**src/hw/rtl/urmf_pkg.sv**
```systemverilog
// Package for the ultrasonic range median filter.
// Holds the channel payload structs, configuration struct, register indexes and constants.
// No dependencies.
package urmf_pkg;

	// distance in 1/16 cm
	typedef logic [14:0] dist_t;

	// echo time to distance: (echo_us * SCALE_MUL) >> SCALE_SHIFT
	localparam int unsigned SCALE_MUL   = 4496;
	localparam int unsigned SCALE_SHIFT = 14;
	localparam int unsigned PROD_W      = 29;

	// sample value held by every ring entry after reset
	localparam dist_t FAR_RESET = 15'd6400;

	// configuration register indexes
	localparam logic [2:0] CFG_VALID_MIN        = 3'd0;
	localparam logic [2:0] CFG_VALID_MAX        = 3'd1;
	localparam logic [2:0] CFG_FAR_VALUE        = 3'd2;
	localparam logic [2:0] CFG_SPIKE_MEDIAN_MIN = 3'd3;
	localparam logic [2:0] CFG_SPIKE_NEW_MAX    = 3'd4;
	localparam logic [2:0] CFG_SPIKE_DROP_MIN   = 3'd5;
	localparam logic [2:0] CFG_WARN_LIMIT       = 3'd6;

	// configuration register file
	typedef struct packed {
		dist_t valid_min;
		dist_t valid_max;
		dist_t far_value;
		dist_t spike_median_min;
		dist_t spike_new_max;
		dist_t spike_drop_min;
		dist_t warn_limit;
	} cfg_t;

	localparam cfg_t CFG_RESET = '{
		valid_min:        15'd32,
		valid_max:        15'd7200,
		far_value:        15'd6400,
		spike_median_min: 15'd1600,
		spike_new_max:    15'd480,
		spike_drop_min:   15'd1920,
		warn_limit:       15'd800
	};

	// one echo reading
	typedef struct packed {
		logic        channel;
		logic [15:0] echo_us;
	} in_t;

	// one filter result
	typedef struct packed {
		dist_t front_median;
		logic  front_median_valid;
		dist_t rear_median;
		logic  rear_median_valid;
		dist_t nearest;
		dist_t farthest;
		logic  extremes_valid;
		logic  front_obstacle;
		logic  rear_obstacle;
		logic  any_obstacle;
		logic  sample_taken;
	} out_t;

endpackage

```
**src/hw/rtl/urmf_scale.sv**
```systemverilog
// Echo time to distance conversion with window clamp.
// Combinational; uses urmf_pkg.
module urmf_scale (
	input  logic [15:0]    echo_us,
	input  urmf_pkg::cfg_t cfg,
	output urmf_pkg::dist_t distance
);
	import urmf_pkg::*;

	logic [PROD_W-1:0] prod;
	dist_t             raw;
	logic              out_of_window;

	// fixed point scale, result fits 15 bits for any 16 bit echo
	assign prod = PROD_W'(echo_us) * PROD_W'(SCALE_MUL);
	assign raw  = prod[SCALE_SHIFT +: 15];

	// missing echo or out of window reads as far value
	assign out_of_window = (echo_us == 16'd0) || (raw < cfg.valid_min) || (raw > cfg.valid_max);
	assign distance      = out_of_window ? cfg.far_value : raw;

endmodule

```
**src/hw/rtl/urmf_median.sv**
```systemverilog
// Median of a set of distances by rank counting, one comparator row per entry.
// Combinational; uses urmf_pkg.
module urmf_median #(
	parameter int DEPTH = 5
) (
	input  urmf_pkg::dist_t [DEPTH-1:0] vals,
	output urmf_pkg::dist_t             med
);
	import urmf_pkg::*;

	localparam int CW  = $clog2(DEPTH + 1);
	localparam int MID = DEPTH / 2;

	// rank of entry i: entries below it, ties broken by position
	always_comb begin
		logic [CW-1:0] cnt;
		med = '0;
		for (int i = 0; i < DEPTH; i++) begin
			cnt = '0;
			for (int j = 0; j < DEPTH; j++) begin
				if (j != i) begin
					if ((vals[j] < vals[i]) || ((vals[j] == vals[i]) && (j < i))) begin
						cnt = cnt + CW'(1);
					end
				end
			end
			if (cnt == CW'(MID)) begin
				med = vals[i];
			end
		end
	end

endmodule

```
**src/hw/rtl/urmf_ring.sv**
```systemverilog
// One channel's sample ring with spike rejection and a registered median.
// Uses urmf_pkg and urmf_median.
module urmf_ring #(
	parameter int DEPTH = 5
) (
	input  logic            clk,
	input  logic            arst_n,
	input  logic            wr,
	input  urmf_pkg::dist_t distance,
	input  urmf_pkg::cfg_t  cfg,
	output logic            accept,
	output urmf_pkg::dist_t med,
	output logic            filled
);
	import urmf_pkg::*;

	localparam int SW = (DEPTH > 1) ? $clog2(DEPTH) : 1;

	dist_t [DEPTH-1:0] samples_q;
	dist_t [DEPTH-1:0] samples_nxt;
	logic  [SW-1:0]    slot_q;
	logic              filled_q;
	dist_t             med_q;
	dist_t             med_nxt;
	logic              spike;
	logic              store;

	// spike test against the median of the current contents
	assign spike = filled_q && (med_q > cfg.spike_median_min) && (distance < cfg.spike_new_max)
		&& (med_q > distance) && ((med_q - distance) > cfg.spike_drop_min);
	assign accept = !spike;
	assign store  = wr && !spike;

	// contents after the write
	always_comb begin
		for (int i = 0; i < DEPTH; i++) begin
			samples_nxt[i] = (slot_q == SW'(i)) ? distance : samples_q[i];
		end
	end

	urmf_median #(.DEPTH(DEPTH)) u_median (
		.vals (samples_nxt),
		.med  (med_nxt)
	);

	// ring state, median kept in step with the contents
	always_ff @(posedge clk or negedge arst_n) begin
		if (!arst_n) begin
			samples_q <= {DEPTH{FAR_RESET}};
			slot_q    <= '0;
			filled_q  <= 1'b0;
			med_q     <= FAR_RESET;
		end else if (store) begin
			samples_q <= samples_nxt;
			slot_q    <= (slot_q == SW'(DEPTH - 1)) ? '0 : slot_q + SW'(1);
			filled_q  <= 1'b1;
			med_q     <= med_nxt;
		end
	end

	assign med    = med_q;
	assign filled = filled_q;

endmodule

```
**src/hw/rtl/ultrasonic_range_median_filter_top.sv**
```systemverilog
// Two-channel ultrasonic range filter with running median per channel.
// Uses urmf_pkg, urmf_scale, urmf_ring.
//
// Usage:
//   sample channel: sample_valid/sample_stall/sample carry one echo time and the
//   channel (front or rear). A transfer happens when valid is high and stall low.
//   result channel: result_valid/result_stall/result carry one result per reading:
//   both medians after the update, nearest/farthest, obstacle flags, sample_taken.
//   cfg_we/cfg_index/cfg_data write one 15-bit register per cycle; write only
//   while no reading is in flight. Indexes beyond the last register are ignored.
// Timing:
//   Four register stages: input, scaled distance, ring commit, result. A reading
//   passes through them in that order, and its result is then offered on the result
//   channel. One reading per cycle is taken while no stage is held; the ring commit
//   and median update happen in the same cycle.
//   A stalled result holds; stages behind it keep filling until all are full,
//   then sample_stall rises.
// Reset:
//   arst_n clears registers to defaults, rings to far distance, no pending items.
module ultrasonic_range_median_filter_top #(
	parameter int FILTER_DEPTH = 5
) (
	input  logic            clk,
	input  logic            arst_n,
	input  logic            sample_valid,
	output logic            sample_stall,
	input  urmf_pkg::in_t   sample,
	output logic            result_valid,
	input  logic            result_stall,
	output urmf_pkg::out_t  result,
	input  logic            cfg_we,
	input  logic [2:0]      cfg_index,
	input  urmf_pkg::dist_t cfg_data
);
	import urmf_pkg::*;

	cfg_t  cfg_q;
	in_t   in_s1;
	logic  v_s1;
	dist_t dist_s1;
	logic  ch_s2;
	dist_t dist_s2;
	logic  v_s2;
	logic  taken_s3;
	logic  v_s3;
	out_t  result_q;
	logic  result_valid_q;
	logic  rdy_out, rdy_s3, rdy_s2, rdy_s1;
	logic  commit;
	logic  acc_f, acc_r;
	logic  filled_f, filled_r;
	dist_t med_f, med_r;
	out_t  res_nxt;

	// configuration registers
	always_ff @(posedge clk or negedge arst_n) begin
		if (!arst_n) begin
			cfg_q <= CFG_RESET;
		end else if (cfg_we) begin
			case (cfg_index)
				CFG_VALID_MIN:        cfg_q.valid_min        <= cfg_data;
				CFG_VALID_MAX:        cfg_q.valid_max        <= cfg_data;
				CFG_FAR_VALUE:        cfg_q.far_value        <= cfg_data;
				CFG_SPIKE_MEDIAN_MIN: cfg_q.spike_median_min <= cfg_data;
				CFG_SPIKE_NEW_MAX:    cfg_q.spike_new_max    <= cfg_data;
				CFG_SPIKE_DROP_MIN:   cfg_q.spike_drop_min   <= cfg_data;
				CFG_WARN_LIMIT:       cfg_q.warn_limit       <= cfg_data;
				default: ;
			endcase
		end
	end

	// stage readiness, each stage moves when the next one frees up
	assign rdy_out      = !result_valid_q || !result_stall;
	assign rdy_s3       = !v_s3 || rdy_out;
	assign rdy_s2       = !v_s2 || rdy_s3;
	assign rdy_s1       = !v_s1 || rdy_s2;
	assign sample_stall = !rdy_s1;
	assign commit       = v_s2 && rdy_s3;

	// stage 1: input register
	always_ff @(posedge clk or negedge arst_n) begin
		if (!arst_n) begin
			v_s1 <= 1'b0;
		end else if (rdy_s1) begin
			v_s1 <= sample_valid;
		end
	end

	always_ff @(posedge clk) begin
		if (rdy_s1 && sample_valid) begin
			in_s1 <= sample;
		end
	end

	urmf_scale u_scale (
		.echo_us  (in_s1.echo_us),
		.cfg      (cfg_q),
		.distance (dist_s1)
	);

	// stage 2: scaled distance
	always_ff @(posedge clk or negedge arst_n) begin
		if (!arst_n) begin
			v_s2 <= 1'b0;
		end else if (rdy_s2) begin
			v_s2 <= v_s1;
		end
	end

	always_ff @(posedge clk) begin
		if (rdy_s2 && v_s1) begin
			ch_s2   <= in_s1.channel;
			dist_s2 <= dist_s1;
		end
	end

	// per-channel rings, written on commit
	urmf_ring #(.DEPTH(FILTER_DEPTH)) u_ring_front (
		.clk      (clk),
		.arst_n   (arst_n),
		.wr       (commit && !ch_s2),
		.distance (dist_s2),
		.cfg      (cfg_q),
		.accept   (acc_f),
		.med      (med_f),
		.filled   (filled_f)
	);

	urmf_ring #(.DEPTH(FILTER_DEPTH)) u_ring_rear (
		.clk      (clk),
		.arst_n   (arst_n),
		.wr       (commit && ch_s2),
		.distance (dist_s2),
		.cfg      (cfg_q),
		.accept   (acc_r),
		.med      (med_r),
		.filled   (filled_r)
	);

	// stage 3: committed reading, medians now current
	always_ff @(posedge clk or negedge arst_n) begin
		if (!arst_n) begin
			v_s3 <= 1'b0;
		end else if (rdy_s3) begin
			v_s3 <= v_s2;
		end
	end

	always_ff @(posedge clk) begin
		if (commit) begin
			taken_s3 <= ch_s2 ? acc_r : acc_f;
		end
	end

	// result formatting from the ring medians
	always_comb begin
		dist_t fm;
		dist_t rm;
		fm = filled_f ? med_f : '0;
		rm = filled_r ? med_r : '0;
		res_nxt                    = '0;
		res_nxt.front_median       = fm;
		res_nxt.front_median_valid = filled_f;
		res_nxt.rear_median        = rm;
		res_nxt.rear_median_valid  = filled_r;
		res_nxt.extremes_valid     = filled_f || filled_r;
		if (filled_f && filled_r) begin
			res_nxt.nearest  = (fm < rm) ? fm : rm;
			res_nxt.farthest = (fm > rm) ? fm : rm;
		end else if (filled_f) begin
			res_nxt.nearest  = fm;
			res_nxt.farthest = fm;
		end else if (filled_r) begin
			res_nxt.nearest  = rm;
			res_nxt.farthest = rm;
		end
		res_nxt.front_obstacle = filled_f && (fm != '0) && (fm <= cfg_q.warn_limit);
		res_nxt.rear_obstacle  = filled_r && (rm != '0) && (rm <= cfg_q.warn_limit);
		res_nxt.any_obstacle   = res_nxt.front_obstacle || res_nxt.rear_obstacle;
		res_nxt.sample_taken   = taken_s3;
	end

	// result register
	always_ff @(posedge clk or negedge arst_n) begin
		if (!arst_n) begin
			result_valid_q <= 1'b0;
		end else if (rdy_out) begin
			result_valid_q <= v_s3;
		end
	end

	always_ff @(posedge clk) begin
		if (rdy_out && v_s3) begin
			result_q <= res_nxt;
		end
	end

	assign result_valid = result_valid_q;
	assign result       = result_q;

endmodule

```
**config.mk**
```make
export PLATFORM = sky130hd
export DESIGN_NAME = ultrasonic_range_median_filter_top
export DESIGN_NICKNAME = d
export VERILOG_FILES = /design/src/hw/rtl/urmf_pkg.sv /design/src/hw/rtl/urmf_scale.sv /design/src/hw/rtl/urmf_median.sv /design/src/hw/rtl/urmf_ring.sv /design/src/hw/rtl/ultrasonic_range_median_filter_top.sv
export SDC_FILE = /design/constraint.sdc
export NUM_CORES = 2
export LEC_CHECK = 0
export BUFFER_PORTS_ARGS = -buffer_cell sky130_fd_sc_hd__buf_2
export CAP_MARGIN = 20
export CORE_MARGIN = 2
export CORE_UTILIZATION = 58
export DETAILED_ROUTE_END_ITERATION = 8
export PLACE_DENSITY = 0.78
export SYNTH_ARGS = -nofsm -noshare
export SYNTH_HDL_FRONTEND = slang
export SYNTH_SLANG_ARGS = --single-unit
```
**constraint.sdc**
```tcl
create_clock -name clk -period 5.55 [get_ports clk]
set_input_delay 0.8325 -clock clk [delete_from_list [all_inputs] [get_ports clk]]
set_output_delay 0.8325 -clock clk [all_outputs]
set_load 0.005 [all_outputs]
```
==> out/summary.txt <==
post-route worst setup slack = -0.475 ns
setup slack on the worst flop-to-flop path = -0.48 ns
transition time at the pin with the least slew margin = 1.07 ns
max capacitance violation total = 0
register bit count reported by yosys = 398
layout overhead on the synthesized area = 23.5%
GR Overflow Total = 0
area of all placed cells without fillers = 40300 um^2
share of the synthesized area in the top cell type = 22.7%
count of final setup violators = 23
final HPWL from detailed placement = 77300 um
vias in the first global route = 28700
fraction of layout instances using a drive strength above 1 = 24.7%
post-synth design cell area = 32700 um^2
most area-consuming cells after synthesis = sky130_fd_sc_hd__ha_1 23%, sky130_fd_sc_hd__dfrtp_1 18%, sky130_fd_sc_hd__edfxtp_1 9.3%
class of the worst hold path = primary input to asynchronous set/reset pin
First-pass DRT Iterations = 8
Worst-Skew Late Latency = 0.61 ns
floorplan die area = 58200 um^2
placeable core region = 55400 um^2
setup repair after global routing missed its margin = true
worst setup skew after layout = 0.0168 ns
Hold Vio Cnt, Final = 0
count of flip-flops with a built-in enable after synthesis = 101
number of vias per cell = 6.25
Post-route DRC = 0
CTS clock-pin slew for the worst setup and hold paths = 0.06 ns
global routing usage summed across all routing layers = 35.6%
post-synthesis async set-or-reset flop share = 74.6%
CTS Root Buffer Type = sky130_fd_sc_hd__clkbuf_16
kind of capture point of the worst setup path = flop
Placed Area = 36900 um^2
drt total wl = 108000 um
run status = finished with violations
main flop type after synthesis = sky130_fd_sc_hd__dfrtp_1
Period minus WS final = 6.03 ns
antenna violations before repair = 1
max frequency = 166 MHz
Bufs on Longest Clock Path = 3
Port-buffer cells = 108
routed wirelength normalized by instance count = 22.7 um
top-level I/O count = 109
count of H-tree levels built during CTS = 2
Non-Filler Instances = 4772
number of pins exceeding their max-slew limit in the final report = 0
antenna-violating nets left = 0
Die Wd = 241 um
Period Utilization, post-route = 109%
yosys synthesis warning count = 0
startpoint-to-endpoint class of the critical path = flop to flop
Final #Nets = 4643
DIE HEIGHT = 241 um
Seq/Total Area, Yosys = 32.2%
total placed cells including tap cells = 4620
DRC marker count from the first detailed-route iteration = 3164
Post-Syn Instances = 3505
TritonCTS Sinks = 398
net count of the mapped netlist = 4162
FP Rows = 86
detailed-route via count = 29800
Req. time, crit path = 5.90 ns
violated checks = setup timing
Initial Util = 59.0%
first-pass GRT wire length = 159000 um
Max FO, Critical Path = 7
gp weighted congestion = 0.999
count of cell types in the netlist = 93
total CTS buffers = 44
TritonCTS clock tree = done
Arrival @ worst endpoint = 6.38 ns
post-synth top area cell = sky130_fd_sc_hd__ha_1
average cell area after synthesis = 9.32 um^2
startpoint type of the worst setup path = flop
pin count of the biggest net entering global routing = 148
remaining max-slew budget at the tightest pin = 28.5%
Yosys cell counts, types with 20 or more instances:
library cell / count
sky130_fd_sc_hd__nor3_1: 30
sky130_fd_sc_hd__a211oi_1: 20
sky130_fd_sc_hd__nand2b_1: 35
sky130_fd_sc_hd__xnor2_1: 31
sky130_fd_sc_hd__buf_2: 28
sky130_fd_sc_hd__ha_1: 593
sky130_fd_sc_hd__mux2i_1: 86
sky130_fd_sc_hd__edfxtp_1: 101
sky130_fd_sc_hd__fa_1: 24
sky130_fd_sc_hd__nand4_1: 86
sky130_fd_sc_hd__o2111ai_1: 21
sky130_fd_sc_hd__nor2_1: 319
sky130_fd_sc_hd__a31oi_1: 24
sky130_fd_sc_hd__a21o_1: 81
sky130_fd_sc_hd__nor4_1: 21
sky130_fd_sc_hd__inv_1: 368
sky130_fd_sc_hd__dfstp_2: 58
sky130_fd_sc_hd__dfrtp_1: 239
sky130_fd_sc_hd__o21a_1: 76
sky130_fd_sc_hd__o21ai_0: 117
sky130_fd_sc_hd__clkbuf_1: 77
sky130_fd_sc_hd__nand3_1: 49
sky130_fd_sc_hd__a22o_1: 28
sky130_fd_sc_hd__a21oi_1: 375
sky130_fd_sc_hd__nor2b_1: 46
sky130_fd_sc_hd__mux2_2: 79
sky130_fd_sc_hd__nand2_1: 195
per-stage QoR:
stage / setup TNS (ns) / hold slack [ns] / setup WS, ns / util, %
floorplan: -1.39 / 0.400 / -0.178 / -
global placement: -4.74 / 0.429 / -0.328 / 66.6
detailed placement: -6.75 / 0.431 / -0.399 / 66.6
CTS: -5.48 / 0.0717 / -0.390 / 70.0
global route: -14.66 / 0.0858 / -0.751 / 72.8
finish: -6.95 / 0.0799 / -0.475 / 72.8
layout make-up:
cell class	instances	area, um^2
antenna	2	5.00
clock buffer	61	1280
clock inverter	21	226
fill	3925	15100
inverter	368	1380
multi-input combinational	2621	21400
sequential	398	10500
tap	748	936
timing repair buffer	553	4570
state kept, by name (all words and copies together) (netlist names), 3 cells and up:
| signal | flops |
|---|---|
| u_ring_front.slot_q | 3 |
| u_ring_front.med | 15 |
| u_ring_rear.med | 15 |
| dist_s2 | 15 |
| u_ring_rear.slot_q | 3 |
| result | 67 |
| cfg_q | 105 |
| u_ring_front.samples_q | 75 |
| u_ring_rear.samples_q | 75 |
| in_s1 | 17 |
routing by layer:
layer	wire length [um]	up-vias	GRT usage [%]
li1	-	13600	-
met3	9810	436	5.69
met5	13	-	0
met2	47800	1528	56.6
met4	7550	2	20.2
met1	42900	14200	46.3
final timing paths:
kind,cells after the start,from,end
setup reg to reg,25,in_s1[6],dist_s2[5]
max in group asynchronous,2,arst_n,u_ring_rear.samples_q[44]
hold / removal,1,arst_n,cfg_q[13]
min in group clk,1,sample[15],in_s1[15]
hold reg to reg,0,in_s1[16],ch_s2
setup / recovery,25,in_s1[6],dist_s2[5]
cell families after synthesis:
group                    synth area share, %
AO/OA/AOI/OAI                           17.6
XOR/XNOR                                1.07
adder cells (fa/ha/maj)                 24.2
buffers and inverters                   5.89
flip-flops                              32.2
multiplexers                            5.81
AND/OR/NAND/NOR                         13.2
cell usage in the layout (no fill, tap or decap), drive strengths merged, types with 17 or more instances in the layout:
master     n
nor2     319
clkbuf    69
or2       25
nand2    195
o22ai     17
nand4     86
dfrtp    239
nor3      30
dfstp     58
mux2      79
o21a      76
ha       593
mux2i     87
a31oi     24
or3       18
nand3     50
nor4      24
a21oi    378
nor2b     46
o21ai    135
a21o      81
o2111ai   32
fa        24
nand2b    35
edfxtp   101
buf      543
xnor2     31
inv      372
a22o      29
a211oi    22
critical path: stages, from the launching register on:
cell	delay (ns)
sky130_fd_sc_hd__edfxtp_1	0.45
sky130_fd_sc_hd__ha_1	0.35
sky130_fd_sc_hd__ha_4	0.28
sky130_fd_sc_hd__inv_2	0.03
sky130_fd_sc_hd__fa_1	0.49
sky130_fd_sc_hd__inv_2	0.04
sky130_fd_sc_hd__fa_1	0.54
sky130_fd_sc_hd__ha_4	0.21
sky130_fd_sc_hd__o21a_1	0.18
sky130_fd_sc_hd__o21ai_1	0.11
sky130_fd_sc_hd__nand2b_1	0.09
sky130_fd_sc_hd__a311oi_2	0.31
sky130_fd_sc_hd__o21ai_2	0.12
sky130_fd_sc_hd__a31oi_2	0.25
sky130_fd_sc_hd__buf_4	0.17
sky130_fd_sc_hd__a2111oi_4	0.08
sky130_fd_sc_hd__o21a_1	0.24
sky130_fd_sc_hd__buf_4	0.15
sky130_fd_sc_hd__ha_1	0.27
sky130_fd_sc_hd__and4_1	0.19
sky130_fd_sc_hd__nand4_1	0.14
sky130_fd_sc_hd__o21ai_0	0.20
sky130_fd_sc_hd__o31ai_1	0.10
sky130_fd_sc_hd__o211ai_1	0.19
sky130_fd_sc_hd__clkbuf_16	0.25
sky130_fd_sc_hd__mux2_2	0.34
timing repair:
item | in CTS | in global routing
cloned | 4 | 7
setup endpoints to repair | 46 | 188
hold endpoints to repair | 0 | 0
pin swaps | 7 | 78
resized for setup | 28 | 227
buffers inserted | 12 | 50
hold buffers | 0 | 0
Power is not shown: default switching activity piles up to over one toggle a cycle in this logic, so the estimate is an artifact.
